**src/hw/rtl/glyph_row_pixel_writer_assert.svh**
```systemverilog
// ---------------------------------------------------------------------------
// glyph row pixel writer assertion macros
// concurrent checks clocked on clk and disabled while rst_n is low
// ---------------------------------------------------------------------------
`ifndef GLYPH_ROW_PIXEL_WRITER_ASSERT_SVH
`define GLYPH_ROW_PIXEL_WRITER_ASSERT_SVH

// antecedent implies consequent in the same cycle
`define GRPW_ASSERT_SAME(lbl, ante, cons) \
  lbl: assert property (@(posedge clk) disable iff (!rst_n) (ante) |-> (cons)) \
    else $error("grpw check failed");

// antecedent implies consequent in the next cycle
`define GRPW_ASSERT_NEXT(lbl, ante, cons) \
  lbl: assert property (@(posedge clk) disable iff (!rst_n) (ante) |=> (cons)) \
    else $error("grpw check failed");

`endif

```
**src/hw/rtl/grpw_pkg.sv**
```systemverilog
// ---------------------------------------------------------------------------
// grpw_pkg
// shared types, constants and color formatting for the glyph row writer
// ---------------------------------------------------------------------------
`timescale 1ns / 1ps

package grpw_pkg;

  // widest glyph row in pixels (8 to 16)
  localparam int GLYPH_MAX_W = 16;
  localparam int NARROW_W    = 8;
  localparam int CNT_W       = $clog2(GLYPH_MAX_W + 1);

  typedef logic [GLYPH_MAX_W-1:0] glyph_row_t;
  typedef logic [CNT_W-1:0]       pix_cnt_t;

  // pixel formats
  typedef enum logic [1:0] {
    FMT_BYTE  = 2'd0,
    FMT_RGB565 = 2'd1,
    FMT_WORD  = 2'd2,
    FMT_NONE  = 2'd3
  } pix_fmt_t;

  // register indexes
  typedef enum logic [2:0] {
    REG_FB_BASE    = 3'd0,
    REG_LINE_BYTES = 3'd1,
    REG_PIX_FMT    = 3'd2,
    REG_FG_COLOR   = 3'd3,
    REG_BG_COLOR   = 3'd4
  } reg_idx_t;

  // row base handed from the address unit to the pixel emitter
  typedef struct packed {
    logic        valid;
    logic [31:0] base;
  } grpw_row_t;

  // rgb888 to the configured pixel format, zero extended
  function automatic logic [31:0] fmt_color(input logic [1:0] fmt, input logic [23:0] rgb);
    logic [31:0] res;
    res = {8'd0, rgb};
    case (fmt)
      FMT_BYTE:   res = {24'd0, rgb[7:0]};
      FMT_RGB565: res = {16'd0, rgb[23:19], rgb[15:10], rgb[7:3]};
      default:    res = {8'd0, rgb};
    endcase
    return res;
  endfunction

endpackage

```
**src/hw/rtl/grpw_mul.sv**
```systemverilog
// ---------------------------------------------------------------------------
// grpw_mul
// bit-serial row address unit: fb_base + (x << fmt) + y * line_bytes,
// one bit of y per cycle, skipping out once the remaining y bits are zero
// ---------------------------------------------------------------------------
`timescale 1ns / 1ps

module grpw_mul (
  input  logic                  clk,
  input  logic                  rst_n,
  input  logic                  start,
  input  logic [31:0]           fb_base,
  input  logic [14:0]           line_bytes,
  input  logic [1:0]            pix_fmt,
  input  logic [11:0]           pos_x,
  input  logic [11:0]           pos_y,
  input  logic                  pix_ready,
  output logic                  busy,
  output grpw_pkg::grpw_row_t   row
);

  typedef enum logic {
    ST_IDLE,
    ST_RUN
  } state_t;

  state_t      state_r;
  logic [31:0] acc_r, acc_nxt;
  logic [31:0] mcand_r, mcand_nxt;
  logic [11:0] y_r, y_nxt;
  logic        done;

  assign done      = (state_r == ST_RUN) && (y_r == 12'd0);
  assign busy      = (state_r == ST_RUN);
  assign row.valid = done;
  assign row.base  = acc_r;

  // one shift-add step per cycle
  always_comb begin
    acc_nxt   = acc_r;
    mcand_nxt = mcand_r;
    y_nxt     = y_r;
    if (start) begin
      acc_nxt   = fb_base + (32'(pos_x) << pix_fmt);
      mcand_nxt = 32'(line_bytes);
      y_nxt     = pos_y;
    end else if (state_r == ST_RUN && y_r != 12'd0) begin
      if (y_r[0]) begin
        acc_nxt = acc_r + mcand_r;
      end
      mcand_nxt = {mcand_r[30:0], 1'b0};
      y_nxt     = {1'b0, y_r[11:1]};
    end
  end

  // control and datapath registers
  always_ff @(posedge clk) begin
    acc_r   <= acc_nxt;
    mcand_r <= mcand_nxt;
    y_r     <= y_nxt;
    if (!rst_n) begin
      state_r <= ST_IDLE;
    end else begin
      case (state_r)
        ST_IDLE: if (start) state_r <= ST_RUN;
        ST_RUN:  if (done && pix_ready) state_r <= ST_IDLE;
        default: state_r <= ST_IDLE;
      endcase
    end
  end

endmodule

```
**src/hw/rtl/grpw_pix.sv**
```systemverilog
// ---------------------------------------------------------------------------
// grpw_pix
// pixel emitter: shifts glyph bits out msb first, one pixel write per cycle,
// into an output register that holds while the receiver stalls
// ---------------------------------------------------------------------------
`timescale 1ns / 1ps

module grpw_pix (
  input  logic                  clk,
  input  logic                  rst_n,
  input  grpw_pkg::grpw_row_t   row,
  input  logic [15:0]           row_bits,
  input  logic                  wide,
  input  logic [1:0]            pix_fmt,
  input  logic [23:0]           fg_color,
  input  logic [23:0]           bg_color,
  output logic                  ready,
  output logic                  out_valid,
  input  logic                  out_stall,
  output logic [31:0]           out_write_addr,
  output logic [31:0]           out_write_data,
  output logic [1:0]            out_write_size,
  output logic                  out_last_pixel
);

  grpw_pkg::glyph_row_t shift_r;
  grpw_pkg::pix_cnt_t   remain_r;
  logic [31:0]          addr_r;
  logic                 valid_r;
  logic [31:0]          waddr_r;
  logic [31:0]          wdata_r;
  logic [1:0]           wsize_r;
  logic                 last_r;
  logic                 adv;
  logic                 start;

  assign ready = (remain_r == '0);
  assign start = ready && row.valid;
  assign adv   = (remain_r != '0) && (!valid_r || !out_stall);

  assign out_valid      = valid_r;
  assign out_write_addr = waddr_r;
  assign out_write_data = wdata_r;
  assign out_write_size = wsize_r;
  assign out_last_pixel = last_r;

  // row load and per pixel shift
  always_ff @(posedge clk) begin
    if (start) begin
      addr_r  <= row.base;
      shift_r <= wide ? row_bits[grpw_pkg::GLYPH_MAX_W-1:0]
                      : grpw_pkg::glyph_row_t'(row_bits[grpw_pkg::NARROW_W-1:0])
                        << (grpw_pkg::GLYPH_MAX_W - grpw_pkg::NARROW_W);
    end else if (adv) begin
      addr_r  <= addr_r + (32'd1 << pix_fmt);
      shift_r <= shift_r << 1;
    end
    if (adv) begin
      waddr_r <= addr_r;
      wdata_r <= grpw_pkg::fmt_color(pix_fmt,
                   shift_r[grpw_pkg::GLYPH_MAX_W-1] ? fg_color : bg_color);
      wsize_r <= pix_fmt;
      last_r  <= (remain_r == grpw_pkg::pix_cnt_t'(1));
    end
    if (!rst_n) begin
      remain_r <= '0;
      valid_r  <= 1'b0;
    end else begin
      if (start) begin
        remain_r <= wide ? grpw_pkg::pix_cnt_t'(grpw_pkg::GLYPH_MAX_W)
                         : grpw_pkg::pix_cnt_t'(grpw_pkg::NARROW_W);
      end else if (adv) begin
        remain_r <= remain_r - grpw_pkg::pix_cnt_t'(1);
      end
      if (adv) begin
        valid_r <= 1'b1;
      end else if (!out_stall) begin
        valid_r <= 1'b0;
      end
    end
  end

endmodule

```
**src/hw/rtl/glyph_row_pixel_writer.sv**
```systemverilog
// ---------------------------------------------------------------------------
// glyph_row_pixel_writer
// turns one monochrome glyph row into one framebuffer write per pixel
// ---------------------------------------------------------------------------
// Usage: a request on the in_ channel carries one glyph row (pos_x, pos_y,
// row_bits, wide). Each row produces 8 or 16 requests on the out_ channel,
// leftmost pixel first, last_pixel set on the final one. Rows sent while
// pixel_format is 3 are taken and produce nothing.
// Address: the row address is built by a bit-serial shift-add over pos_y,
// one bit per cycle, ending once the remaining bits of pos_y are zero;
// the emitter loads the row once it is free, then registers the first write.
// Throughput: one pixel write per cycle while the receiver does not stall.
// The next row's address is built while the current row drains. in_stall
// stays high from accept until the row has been handed to the pixel
// emitter, which starts only after the previous row's pixels have all
// left its counter.
// Stall: a stalled out_ request holds its payload; the emitter pauses.
// Reset: synchronous, active low; registers return to their defaults
// (pixel_format four byte, fg_color 0x0000ff) and nothing is in flight.
// Registers sit on an APB-style port at byte address 4*index.
// ---------------------------------------------------------------------------
`timescale 1ns / 1ps
`include "glyph_row_pixel_writer_assert.svh"

module glyph_row_pixel_writer (
  input  logic        clk,
  input  logic        rst_n,
  // configuration
  input  logic        psel,
  input  logic        penable,
  input  logic        pwrite,
  input  logic [4:0]  paddr,
  input  logic [31:0] pwdata,
  output logic [31:0] prdata,
  output logic        pready,
  // glyph rows
  input  logic        in_valid,
  output logic        in_stall,
  input  logic [11:0] in_pos_x,
  input  logic [11:0] in_pos_y,
  input  logic [15:0] in_row_bits,
  input  logic        in_wide,
  // pixel writes
  output logic        out_valid,
  input  logic        out_stall,
  output logic [31:0] out_write_addr,
  output logic [31:0] out_write_data,
  output logic [1:0]  out_write_size,
  output logic        out_last_pixel
);

  logic [31:0]         fb_base_r;
  logic [14:0]         line_bytes_r;
  logic [1:0]          pix_fmt_r;
  logic [23:0]         fg_color_r;
  logic [23:0]         bg_color_r;
  logic [15:0]         row_bits_r;
  logic                wide_r;
  logic                in_take;
  logic                mul_start;
  logic                mul_busy;
  logic                pix_ready;
  logic                cfg_wr;
  grpw_pkg::reg_idx_t  cfg_idx;
  grpw_pkg::grpw_row_t row;

  assign pready    = 1'b1;
  assign cfg_wr    = psel && penable && pwrite;
  assign cfg_idx   = grpw_pkg::reg_idx_t'(paddr[4:2]);
  assign in_stall  = mul_busy;
  assign in_take   = in_valid && !in_stall;
  assign mul_start = in_take && (pix_fmt_r != grpw_pkg::FMT_NONE);

  // register write
  always_ff @(posedge clk) begin
    if (!rst_n) begin
      fb_base_r    <= 32'd0;
      line_bytes_r <= 15'd0;
      pix_fmt_r    <= grpw_pkg::FMT_WORD;
      fg_color_r   <= 24'h0000ff;
      bg_color_r   <= 24'd0;
    end else if (cfg_wr) begin
      case (cfg_idx)
        grpw_pkg::REG_FB_BASE:    fb_base_r    <= pwdata;
        grpw_pkg::REG_LINE_BYTES: line_bytes_r <= pwdata[14:0];
        grpw_pkg::REG_PIX_FMT:    pix_fmt_r    <= pwdata[1:0];
        grpw_pkg::REG_FG_COLOR:   fg_color_r   <= pwdata[23:0];
        grpw_pkg::REG_BG_COLOR:   bg_color_r   <= pwdata[23:0];
        default: ;
      endcase
    end
  end

  // register read
  always_comb begin
    case (cfg_idx)
      grpw_pkg::REG_FB_BASE:    prdata = fb_base_r;
      grpw_pkg::REG_LINE_BYTES: prdata = 32'(line_bytes_r);
      grpw_pkg::REG_PIX_FMT:    prdata = 32'(pix_fmt_r);
      grpw_pkg::REG_FG_COLOR:   prdata = 32'(fg_color_r);
      grpw_pkg::REG_BG_COLOR:   prdata = 32'(bg_color_r);
      default:                  prdata = 32'd0;
    endcase
  end

  // glyph bits wait here while the row address is built
  always_ff @(posedge clk) begin
    if (mul_start) begin
      row_bits_r <= in_row_bits;
      wide_r     <= in_wide;
    end
  end

  grpw_mul u_mul (
    .clk        (clk),
    .rst_n      (rst_n),
    .start      (mul_start),
    .fb_base    (fb_base_r),
    .line_bytes (line_bytes_r),
    .pix_fmt    (pix_fmt_r),
    .pos_x      (in_pos_x),
    .pos_y      (in_pos_y),
    .pix_ready  (pix_ready),
    .busy       (mul_busy),
    .row        (row)
  );

  grpw_pix u_pix (
    .clk            (clk),
    .rst_n          (rst_n),
    .row            (row),
    .row_bits       (row_bits_r),
    .wide           (wide_r),
    .pix_fmt        (pix_fmt_r),
    .fg_color       (fg_color_r),
    .bg_color       (bg_color_r),
    .ready          (pix_ready),
    .out_valid      (out_valid),
    .out_stall      (out_stall),
    .out_write_addr (out_write_addr),
    .out_write_data (out_write_data),
    .out_write_size (out_write_size),
    .out_last_pixel (out_last_pixel)
  );

  // a row that will produce writes blocks further rows until handed off
  `GRPW_ASSERT_NEXT(a_row_blocks, mul_start, in_stall)
  // a taken write that is not the last one is followed by another
  `GRPW_ASSERT_NEXT(a_row_continues, out_valid && !out_stall && !out_last_pixel, out_valid)
  // the address unit only hands off to an idle emitter
  `GRPW_ASSERT_NEXT(a_handoff_starts, row.valid && pix_ready, !pix_ready)

endmodule

```
**config.mk**
```make
export PLATFORM = sky130hd
export DESIGN_NAME = glyph_row_pixel_writer
export DESIGN_NICKNAME = d
export VERILOG_FILES = /design/src/hw/rtl/grpw_pkg.sv /design/src/hw/rtl/grpw_mul.sv /design/src/hw/rtl/grpw_pix.sv /design/src/hw/rtl/glyph_row_pixel_writer.sv
export VERILOG_INCLUDE_DIRS = /design/src /design/src/hw/rtl
export SDC_FILE = /design/constraint.sdc
export NUM_CORES = 1
export LEC_CHECK = 0
export ABC_AREA = 1
export BUFFER_PORTS_ARGS = -buffer_cell sky130_fd_sc_hd__buf_2
export CAP_MARGIN = 20
export CORE_ASPECT_RATIO = 0.75
export CORE_MARGIN = 1
export CORE_UTILIZATION = 35
export DETAILED_ROUTE_END_ITERATION = 8
export GPL_ROUTABILITY_DRIVEN = 0
export GPL_TIMING_DRIVEN = 0
export PLACE_DENSITY_LB_ADDON = 0.12
export SKIP_LAST_GASP = 1
export SYNTH_ARGS = -nofsm -noshare
export SYNTH_HDL_FRONTEND = slang
export SYNTH_SLANG_ARGS = --single-unit
```
**constraint.sdc**
```tcl
create_clock -name clk -period 3.1 [get_ports clk]
set_input_delay 0.62 -clock clk [delete_from_list [all_inputs] [get_ports clk]]
set_output_delay 0.62 -clock clk [all_outputs]
set_load 0.01 [all_outputs]
```
-- Word-level counts from Yosys, hierarchy flattened
Index checks and enable logic that the tools add are counted.
- register bits: 312
- latch bits: 0
- bits in writable memories: 0
- ROM bits: 0
- output and inout port bits: 102
- word-level logic and storage cells: 85
- memories kept: 0
- $add $sub $neg: 4
- $mul: 0
- div/mod/pow operators: 0
- $lt $le $gt $ge: 0
- eq/ne operators: 8
- shifts and indexed selects: 2
- muxes and demuxes: 23
- bitwise operators: 1
- reductions and logical operators: 27
- operator list (cell ; number):
    $mux 32 ; 5
    $pmux 32 s5 ; 1
    $add 32x32->32 ; 3
    $mux 16 ; 3
    $pmux 24 s2 ; 1
    $shl 1x2->32 const A ; 1
    $shl 12x2->32 ; 1
    $mux 15 ; 2
    $mux 12 ; 2
    $mux 24 ; 1
    $mux 5 ; 3
    $logic_not 12->1 ; 1
    $reduce_and 2->1 ; 6
    $reduce_bool 12->1 ; 1
    $logic_and 1x1->1 ; 8
    $eq 3x2->1 const B ; 2
    $reduce_bool 2->1 ; 3
    $eq 5x1->1 const B ; 1
    $logic_not 5->1 ; 1
    $reduce_bool 5->1 ; 1
    $sub 5x1->5 const B ; 1
    $mux 1 ; 4
    $eq 3x1->1 const B ; 1
    $eq 3x3->1 const B ; 1
    9 further kinds ; 11

-- Longest topological paths before layout
Gate-level depths: netlist of the first run.
- depth in word-level cells: 5
- mapped depth: 19
- depth with buffers taken out: 18

-- Hierarchy
From an unflattened synthesis of the first run, not the netlist that was laid out.
- cells, all modules: 2574
- area total of the unflattened synthesis: 18501.5 um^2
- by module, submodules not included (module ; times used ; cells an instance ; area an instance (um^2) ; sequential area each (um^2)):
    grpw_mul ; 1 ; 1184 ; 7288.2 ; 2132.0
    grpw_pix ; 1 ; 603 ; 5813.1 ; 3333.2
    glyph_row_pixel_writer ; 1 ; 787 ; 5400.2 ; 2452.4

-- Least setup slack after synthesis of the first run
Ideal clock, no wire load.
- path kind: register to register
- start point: reg pix_fmt_r[0]
- end point: reg u_pix.addr_r[20], data pin
- setup time: 254 ps
- arrival time: 2403 ps
- setup slack: 443 ps
- stages on the path, launching flop included: 16
- period minus slack after synthesis: 2657 ps
- path through: dfxtp_1 -> buf_2 -> inv_2 -> nor2_4 -> inv_2 -> clkbuf_1 -> fa_1 -> nand3b_1 -> nand2_1 -> nand2_2 -> nor2_2 -> nand2_1 -> nor2_1 -> nand2_1 -> nand3_1 -> nand2_1
- cells in the longest elaborated chain, start to end: 4
- RTL lines (what ; RTL line ; RTL):
    start: declaration ; glyph_row_pixel_writer.sv:54 ; logic [1:0] pix_fmt_r;
    start signal: assignment ; glyph_row_pixel_writer.sv:79 ; pix_fmt_r <= grpw_pkg::FMT_WORD;
    start signal: assignment ; glyph_row_pixel_writer.sv:86 ; grpw_pkg::REG_PIX_FMT: pix_fmt_r <= pwdata[1:0];
    $shl 1x2->32 ; grpw_pix.sv:55 ; addr_r <= addr_r + (32'd1 << pix_fmt);
    $add 32x32->32 ; grpw_pix.sv:55 ;
    $mux 32 ; grpw_pix.sv:54 ; end else if (adv) begin
    $mux 32 ; grpw_pix.sv:49 ; if (start) begin
    end signal: assignment ; grpw_pix.sv:50 ; addr_r <= row.base;
    end signal: assignment ; grpw_pix.sv:55 ;
    end: declaration ; grpw_pix.sv:28 ; logic [31:0] addr_r;
Every way passes these cells. The select of a mux whose other input is x is not followed.
A chain may end at the register's enable or synchronous reset.

-- Final worst setup path of the first run
- start point: reg pix_fmt_r[1]
- end point: reg u_mul.acc_r[15], data pin
- cells in the longest elaborated chain, start to end: 3
- elaborated cells on any way between the ends: 5
- those cells by class: 1 x add/sub; 1 x eq/ne; 1 x shift; 1 x mux; 1 x reduce/logical
- RTL lines (what ; RTL line ; RTL):
    $shl 12x2->32 / $ne 2x2->1 (equally long branches) ; grpw_mul.sv:44, glyph_row_pixel_writer.sv:72 ;
    $add 32x32->32 / $logic_and 1x1->1 (equally long branches) ; grpw_mul.sv:44, glyph_row_pixel_writer.sv:72 ;
    $mux 32 (*) ; grpw_mul.sv:43 ; if (start) begin
    via u_mul.acc_nxt[15] ; grpw_mul.sv:28 ; logic [31:0] acc_r, acc_nxt;
    end signal: assignment ; grpw_mul.sv:58 ; acc_r <= acc_nxt;
    end: declaration ; grpw_mul.sv:28 ;
Mark *: on every way through the listed nets, which the timed path passes. The rest lies on a longest branch.

==> summary.md, run 1 <==
| Metric | Value |
|---|---|
| Status | `finished, final reports clean` |
| Port Buffers | `around 170` |
| Crit path largest cell delay | `0.40 ns` |
| Top-count cell post-synth | `nand2_1` |
| Critical path's most frequent cell | `nand2_1` |
| Clock-pin slew on the worst setup and hold paths | `approximately 0.060 ns` |
| CP Launch Type | `flop` |
| Final Power | `15.0 mW` |
| Fin cells | `3203` |
| I/O Pins | `187` |
| Drt drc | `0` |
| Total GRT Usage | `roughly a quarter` |
| Final Hold Fails | `0` |
| First-pass GRT wire length | `between 80000 and 90000 um` |
| Number of synthesized flops with an enable pin | `183` |
| Initial Util | `between 30 and 40%` |
| Sequential area share after synthesis | `between 40% and 50%` |
| Die Width | `around 260 um` |
| #FFs+latches synth | `a little over 300` |
| Die ar. | `50400 um^2` |
| Synthesized instance count | `approximately 2300` |
| Worst setup EP type | `flop` |
| Setup slack, reg-to-reg | `between 0.04 and 0.05 ns` |
| RSZ-0062 raised after global routing | `true` |
| Core area | `between 40000 and 50000 um^2` |
| Layout area overhead | `17.9%` |
| Max cap viols | `0` |
| Hold Path Cell Cnt | `1` |
| Placed cell count | `3135` |
| Top cell type's share of synthesized area | `approximately a third` |
| Post-Syn Area per Cell | `between 7 and 8 um^2` |
| CTS buffer count | `35` |
| CP delay by family, top | `simple AND/OR/NAND/NOR gates` |
| Crit path time final | `about 3.1 ns` |
| Number of global-route vias before repair | `between 15000 and 20000` |
| Utilization after layout | `41.9%` |
| Kind of critical path | `reg -> reg` |
| Storage cell area | `between 7000 and 8000 um^2` |
| RR Endpoint | `u_mul.acc_r[15]$_DFFE_PP_` |
| Peak VDD IR | `0.398 mV` |
| Min-Delay Endpoint | `row_bits_r[6]$_DFFE_PP_` |
| FFs w/ async S/R, synth | `0%` |
| Final Skew | `approximately 0.019 ns` |
| Final WL | `roughly 59000 um` |
| RR Startpoint | `pix_fmt_r[1]$_SDFFE_PN1P_` |
| Relative slew slack | `36.0%` |
| PnR worst setup slack | `approximately 0.048 ns` |
| Switch share | `35.2%` |
| GR Overflow Total | `0` |
| R2r worst-path depth | `15` |
| Sw Pwr | `5.27 mW` |
| Final period util | `98.4%` |
| Mapped Area | `between 15000 and 20000 um^2` |
| Std-Cell Rows | `70` |
| Final setup vio count | `0` |
| Die height | `around 190 um` |
| N_diodes | `0` |
| P per Cell Area | `~730 nW/um^2` |
| Filler Cell Count | `between 5000 and 6000` |
| Primary FF master, synth | `edfxtp_1` |
| Clk pwr share | `29.0%` |
| Multi-input logic area | `between 7000 and 8000 um^2` |
| Slew Viols, Final | `0` |
| CP startpoint | `pix_fmt_r[1]$_SDFFE_PN1P_` |
| CTS sink cnt | `304` |
| Post-DP HPWL | `about 48000 um` |
| Clk buf depth | `3` |
| DR iter-0 viols | `1518` |
| Pre-CTS setup slack | `-0.614 ns` |
| Crit path buffers/inverters | `3` |
| Worst Hold Class | `in -> reg` |
| Critical path cell sequence | `buf_6, inv_1, clkbuf_4, nor2_4, nand2_1, o21ai_0, ha_1, nand2_1, nand3_1, nand2_1, nand2_1, nand2_1, nand2_1, o21ai_1, o21ai_1` |
| Synth cell types | `47` |
| CTS tree | `built` |
| Synth top area cells | `edfxtp_1 32%, nand2_1 16%, dfxtp_1 14%, inv_1 5.9%, nor2_1 5.7%` |
| Largest net degree at the start of global routing | `39` |
| DR pass1 iterations | `5` |
| Drt wl/cell | `18.5 um` |
| Leak pwr | `~9.4 nW` |
| Initial antenna violation count | `0` |
| Combinational power share | `approximately 28%` |
| Req. time, crit path | `about 3.4 ns` |
| Via density | `roughly 5.1` |
| Top cell type by total area after synthesis | `edfxtp_1` |
| Hold Startpoint | `in_row_bits[6]` |
| Final ANT Viol Nets | `0` |
| Arr. time, crit path | `approximately 3.3 ns` |
| Root buffer selected by CTS | `clkbuf_16` |
| Design internal power | `between 9 and 10 mW` |
| CP max FO | `10` |
| Worst slew pin tran | `around 0.96 ns` |
| Share of layout cells above drive strength 1 | `about 14%` |
| H-tree levels | `2` |
| Max Freq | `about 0.33 GHz` |
| Yosys warning total | `0` |
| Crit path max-delay cell type | `dfxtp_2` |
| Synth cell count leaders | `716 x nand2_1, 273 x inv_1, 263 x nor2_1` |
| Nets | `about 2700` |
| Via count | `16179` |
| Worst-Skew Late Latency | `approximately 0.54 ns` |
| Sequential Power Share | `a little over two fifths` |
-- worst reg2reg max path, stage by stage (launching register included) --
cell and delay [ns]:
dfxtp_2 0.40, buf_6 0.21, inv_1 0.09, clkbuf_4 0.23, nor2_4 0.15, nand2_1 0.08
o21ai_0 0.08, ha_1 0.31, nand2_1 0.13, nand3_1 0.18, nand2_1 0.10, nand2_1 0.11
nand2_1 0.10, nand2_1 0.19, o21ai_1 0.31, o21ai_1 0.12
-- repair_timing --
action / in CTS / in global routing
buffers inserted: 1 / 5
pin swaps: 1 / 4
endpoints found under the setup margin: 39 / 92
hold buffers: 0 / 0
resized for setup: 14 / 23
-- power groups by stage --
stage | logic [mW] | registers, mW | clock network (mW)
2_1_floorplan | 2.42 | 6.52 | 0
3_3_place_gp | 4.01 | 6.57 | 0
3_5_place_dp | 4.14 | 6.52 | 0
4_1_cts | 4.15 | 6.44 | 4.43
5_1_grt | 4.67 | 6.56 | 4.59
6_report | 4.19 | 6.44 | 4.34
-- registers in the layout, indices dropped and copies added, names as in the netlist --
name,cells
pix_fmt_r,2
u_mul.busy,1
u_mul.mcand_r,32
bg_color_r,24
u_pix.out_write_size,2
u_pix.shift_r,16
u_mul.acc_r,32
u_pix.remain_r,5
line_bytes_r,15
u_pix.out_write_addr,32
fg_color_r,24
row_bits_r,16
u_pix.out_write_data,24
u_pix.out_last_pixel,1
u_pix.addr_r,32
fb_base_r,32
u_mul.y_r,12
u_pix.out_valid,1
wide_r,1
-- logic make-up (layout without fill, tap and decap cells) --
logic type      count (synthesis)  in the layout  synth area share, %
buf+inv                       375            619                 8.75
simple gates                 1165           1165                 27.4
other cells                     2              9               0.0433
mux                            16             16                0.924
fa+ha+maj                      55             55                 4.10
compound gates                361            361                 11.8
xor+xnor                       26             26                 1.31
flops                         304            304                 45.7
-- per-stage QoR --
stage	setup TNS (ns)	instance area [um^2]	hold WS (ns)
after floorplan	0	17400	0.403
after global placement	-58.66	19000	0.444
after detailed placement	-11.99	19100	0.451
after CTS	0	20300	0.232
after global routing	-0.252	20400	0.234
final	0	20400	0.254
-- layer usage --
layer | track usage (%) | wire length (um) | up-vias
li1 | - | - | 7980
met1 | 36.5 | 30000 | 7542
met2 | 31.4 | 22900 | 593
met3 | 5.87 | 5510 | 64
met4 | 4.71 | 911 | 0
met5 | 0 | 0 | -
-- worst max-delay path by stage --
stage	end	slack (ns)	depth (start not counted)
after floorplan	u_pix.addr_r[20]$_DFFE_PP_	0.44	15
after CTS	u_mul.acc_r[20]$_DFFE_PP_	0.001	14
final	u_mul.acc_r[15]$_DFFE_PP_	0.05	15
after global placement	u_mul.acc_r[15]$_DFFE_PP_	-0.58	14
after detailed placement	u_mul.acc_r[15]$_DFFE_PP_	-0.61	15
after global routing	u_mul.acc_r[19]$_DFFE_PP_	-0.06	14
-- area by class of cell --
type                       count  area share [%]
clock inverter                14           0.686
clock buffer                  49            5.20
buffer                        79            2.13
inverter                     295            5.44
sequential                   304            38.8
tap                          648            3.97
multi-input combinational   1632            39.1
timing repair buffer         182            4.68
-- cells in the final DEF (no fill, tap or decap), types with 5 or more instances in the layout --
cell type	count
nand2_2	5
o22ai_1	28
xor2_1	13
nand2_1	712
nor3_1	22
nand4_1	14
buf_4	21
nor2_4	5
clkbuf_16	38
inv_2	20
a31oi_1	6
clkbuf_1	28
o2111ai_1	11
nor2_2	9
dfxtp_1	120
buf_1	6
edfxtp_1	183
nor2_1	259
ha_1	52
clkbuf_8	7
clkinv_1	5
nand3_1	110
o21ai_0	99
o21ai_1	93
conb_1	9
nand3b_1	10
a21oi_2	15
buf_6	6
o211ai_1	16
buf_2	200
xnor2_1	13
inv_1	272
a21oi_1	75
mux2i_1	15
nand3_2	7
Note: power is estimated with default switching activity, not from simulation.
==> run 2, diff against run 1 <==
--- a/config.mk
+++ b/config.mk
@@ -16,6 +16,7 @@
 export GPL_ROUTABILITY_DRIVEN = 0
 export GPL_TIMING_DRIVEN = 0
 export PLACE_DENSITY_LB_ADDON = 0.12
+export REMOVE_ABC_BUFFERS = 1
 export SKIP_LAST_GASP = 1
 export SYNTH_ARGS = -nofsm -noshare
 export SYNTH_HDL_FRONTEND = slang
==> summary.md, run 2 (synthesis results as in run 1) <==
| Metric | Value |
|---|---|
| Final WL | `54200 um (-8.7%)` |
| RSZ-0062 raised after global routing | `true` |
| Initial Util | `35.5% (unchanged)` |
| CTS buffer count | `36 (+2.9%)` |
| Relative slew slack | `34.1% (-1.9 points)` |
| GR Overflow Total | `0 (unchanged)` |
| Final ANT Viol Nets | `0 (unchanged)` |
| DR pass1 iterations | `7 (+2)` |
| PnR worst setup slack | `0.149 ns (+0.101 ns)` |
| Share of layout cells above drive strength 1 | `12.7% (-1.4 points)` |
| Arr. time, crit path | `2.33 ns (-1.00 ns)` |
| Max cap viols | `0 (unchanged)` |
| CTS sink cnt | `304 (unchanged)` |
| Number of global-route vias before repair | `14671 (-2.2%)` |
| Total GRT Usage | `21.4% (-1.9 points)` |
| Worst slew pin tran | `0.988 ns (+0.0279 ns)` |
| Most frequent cells in the layout | `713 x nand2_1, 271 x inv_1, 261 x nor2_1` |
| CP max FO | `15 (+5)` |
| Crit path time final | `2.95 ns (-0.101 ns)` |
| RR Startpoint | `pix_fmt_r[0]$_SDFFE_PN0P_` |
| RR Endpoint | `u_mul.acc_r[15]$_DFFE_PP_` |
| Layout area overhead | `16.3%` |
| Drt wl/cell | `17.3 um (-6.9%)` |
| Clk buf depth | `3 (unchanged)` |
| Via count | `15550 (-3.9%)` |
| Worst-Skew Late Latency | `0.55 ns (about the same)` |
| R2r worst-path depth | `13 (-2)` |
| Final period util | `95.2% (-3.3 points)` |
| Hold Path Cell Cnt | `1 (unchanged)` |
| Final setup vio count | `0 (unchanged)` |
| Initial antenna violation count | `0 (unchanged)` |
| N_diodes | `0 (unchanged)` |
| Final Hold Fails | `0 (unchanged)` |
| Largest net degree at the start of global routing | `78 (+100%)` |
| DR iter-0 viols | `1392 (-8.3%)` |
| M1 WL | `27800 um (-7.4%)` |
| Max Freq | `0.339 GHz (+3.4%)` |
| First-pass GRT wire length | `84100 um (-6.2%)` |
| Peak VDD IR | `0.523 mV (+31%)` |
| Leak pwr | `9.24 nW (-2.1%)` |
| Std-Cell Rows | `70 (unchanged)` |
| Met2 WL | `22600 um (-1.5%)` |
| H-tree levels | `2 (unchanged)` |
| Worst setup EP type | `primary output` |
| Core area | `48800 um^2 (unchanged)` |
| Clock-pin slew on the worst setup and hold paths | `0.06 ns (about the same)` |
| Final Skew | `0.0181 ns (-0.000761 ns)` |
| Hold Startpoint | `in_row_bits[4]` |
| Root buffer selected by CTS | `clkbuf_16` |
| Via density | `4.95 (-2.0%)` |
| Worst Hold Class | `in -> reg` |
| CTS tree | `built` |
| Status | `finished, final reports clean` |
| I/O Pins | `187 (unchanged)` |
| Most common cell after layout, fill and taps aside | `nand2_1` |
| Slew Viols, Final | `0 (unchanged)` |
| # hold bufs at CTS | `0 (unchanged)` |
| Max Used Layer | `met4` |
| Kind of critical path | `in -> out` |
| Port Buffers | `175 (+0.57%)` |
| CP Launch Type | `input pin` |
| Min-Delay Endpoint | `row_bits_r[4]$_DFFE_PP_` |
| Die Width | `259 um (unchanged)` |
| Die ar. | `50400 um^2 (unchanged)` |
| Setup slack, reg-to-reg | `0.20 ns (+0.15 ns)` |
| Post-DP HPWL | `40900 um (-14%)` |
| Pre-CTS setup slack | `-1.11 ns (-0.500 ns)` |
| Nets | `2604 (-2.4%)` |
| Hold slack | `0.248 ns (-0.00583 ns)` |
| P per Cell Area | `735 nW/um^2 (+0.33%)` |
| Die height | `195 um (unchanged)` |
| Drt drc | `0 (unchanged)` |
| Req. time, crit path | `2.48 ns (-0.90 ns)` |
| DR WL met3 | `2870 um (-48%)` |
[run 2: changes by cell type in the layout (fill, tap and decap cells not counted), sizes merged]
cell | previous run | this run
inv | 295 | 296
buf | 235 | 193
clkbuf | 75 | 51
clkinvlp | 4 | 2
clkinv | 8 | 10
nor2 | 275 | 276
bufinv | 2 | 3
[run 2: layer usage]
metal / GRT usage, % / up-vias
met5: 0 / -
met4: 5.39 / 0
met3: 2.91 / 57
met2: 31.3 / 379
met1: 32.6 / 7255
li1: - / 7859
[run 2: how the worst max path moves through the flow]
stage / to / startpoint / cells past startpoint
2_1_floorplan: u_pix.addr_r[0]$_DFFE_PP_ / u_pix.remain_r[0]$_SDFFE_PN0P_ / 6
3_3_place_gp: u_pix.addr_r[18]$_DFFE_PP_ / u_mul.y_r[7]$_DFFE_PP_ / 5
3_5_place_dp: u_mul.acc_r[15]$_DFFE_PP_ / pix_fmt_r[1]$_SDFFE_PN1P_ / 13
4_1_cts: u_mul.acc_r[15]$_DFFE_PP_ / pix_fmt_r[0]$_SDFFE_PN0P_ / 13
5_1_grt: u_mul.acc_r[15]$_DFFE_PP_ / pix_fmt_r[0]$_SDFFE_PN0P_ / 13
6_report: prdata[1] / paddr[4] / 7
[run 2: layout make-up]
class,instances,area [um^2]
Clock buffer,51,1010
Clock inverter,15,155
Fill cell,5051,28600
Inverter,295,1120
Multi-Input combinational cell,1633,7990
Sequential cell,304,7930
Tap cell,648,811
Timing Repair Buffer,193,1130
Timing Repair inverter,1,5.00
[run 2: power by group]
| part | total (mW) | switching (mW) | internal, mW |
|---|---|---|---|
| Sequential | 6.44 | 0.652 | 5.79 |
| Clock | 4.28 | 1.75 | 2.53 |
| Combinational | 4.09 | 2.73 | 1.35 |
[run 2: stage by stage]
step / TNS, ns / cells / total power, mW / cell area, um^2 / utilization (%)
after CTS: -0.311 / 3135 / 14.9 / 20100 / 41.1
final: 0 / 3140 / 14.8 / 20100 / 41.3
after floorplan: 0 / 2231 / 8.88 / 16900 / -
after global routing: -0.0492 / 3140 / 15.7 / 20100 / 41.3
after global placement: -306.17 / 3054 / 10.5 / 18600 / 38.2
after detailed placement: -76.10 / 3061 / 10.6 / 18800 / 38.6
[run 2: timing repair]
action | 4_1_cts | 5_1_grt
pin swaps | 2 | 0
setup endpoints to repair | 173 | 76
buffers inserted | 6 | 3
gates cloned | 2 | 0
resized for setup | 8 | 13
[run 2: worst max-delay path: stages]
cell and delay, ns:
buf_2 0.15, inv_2 0.11, nand3_2 0.35, inv_1 0.58, a221oi_1 0.19, o211ai_1 0.14, buf_2 0.17
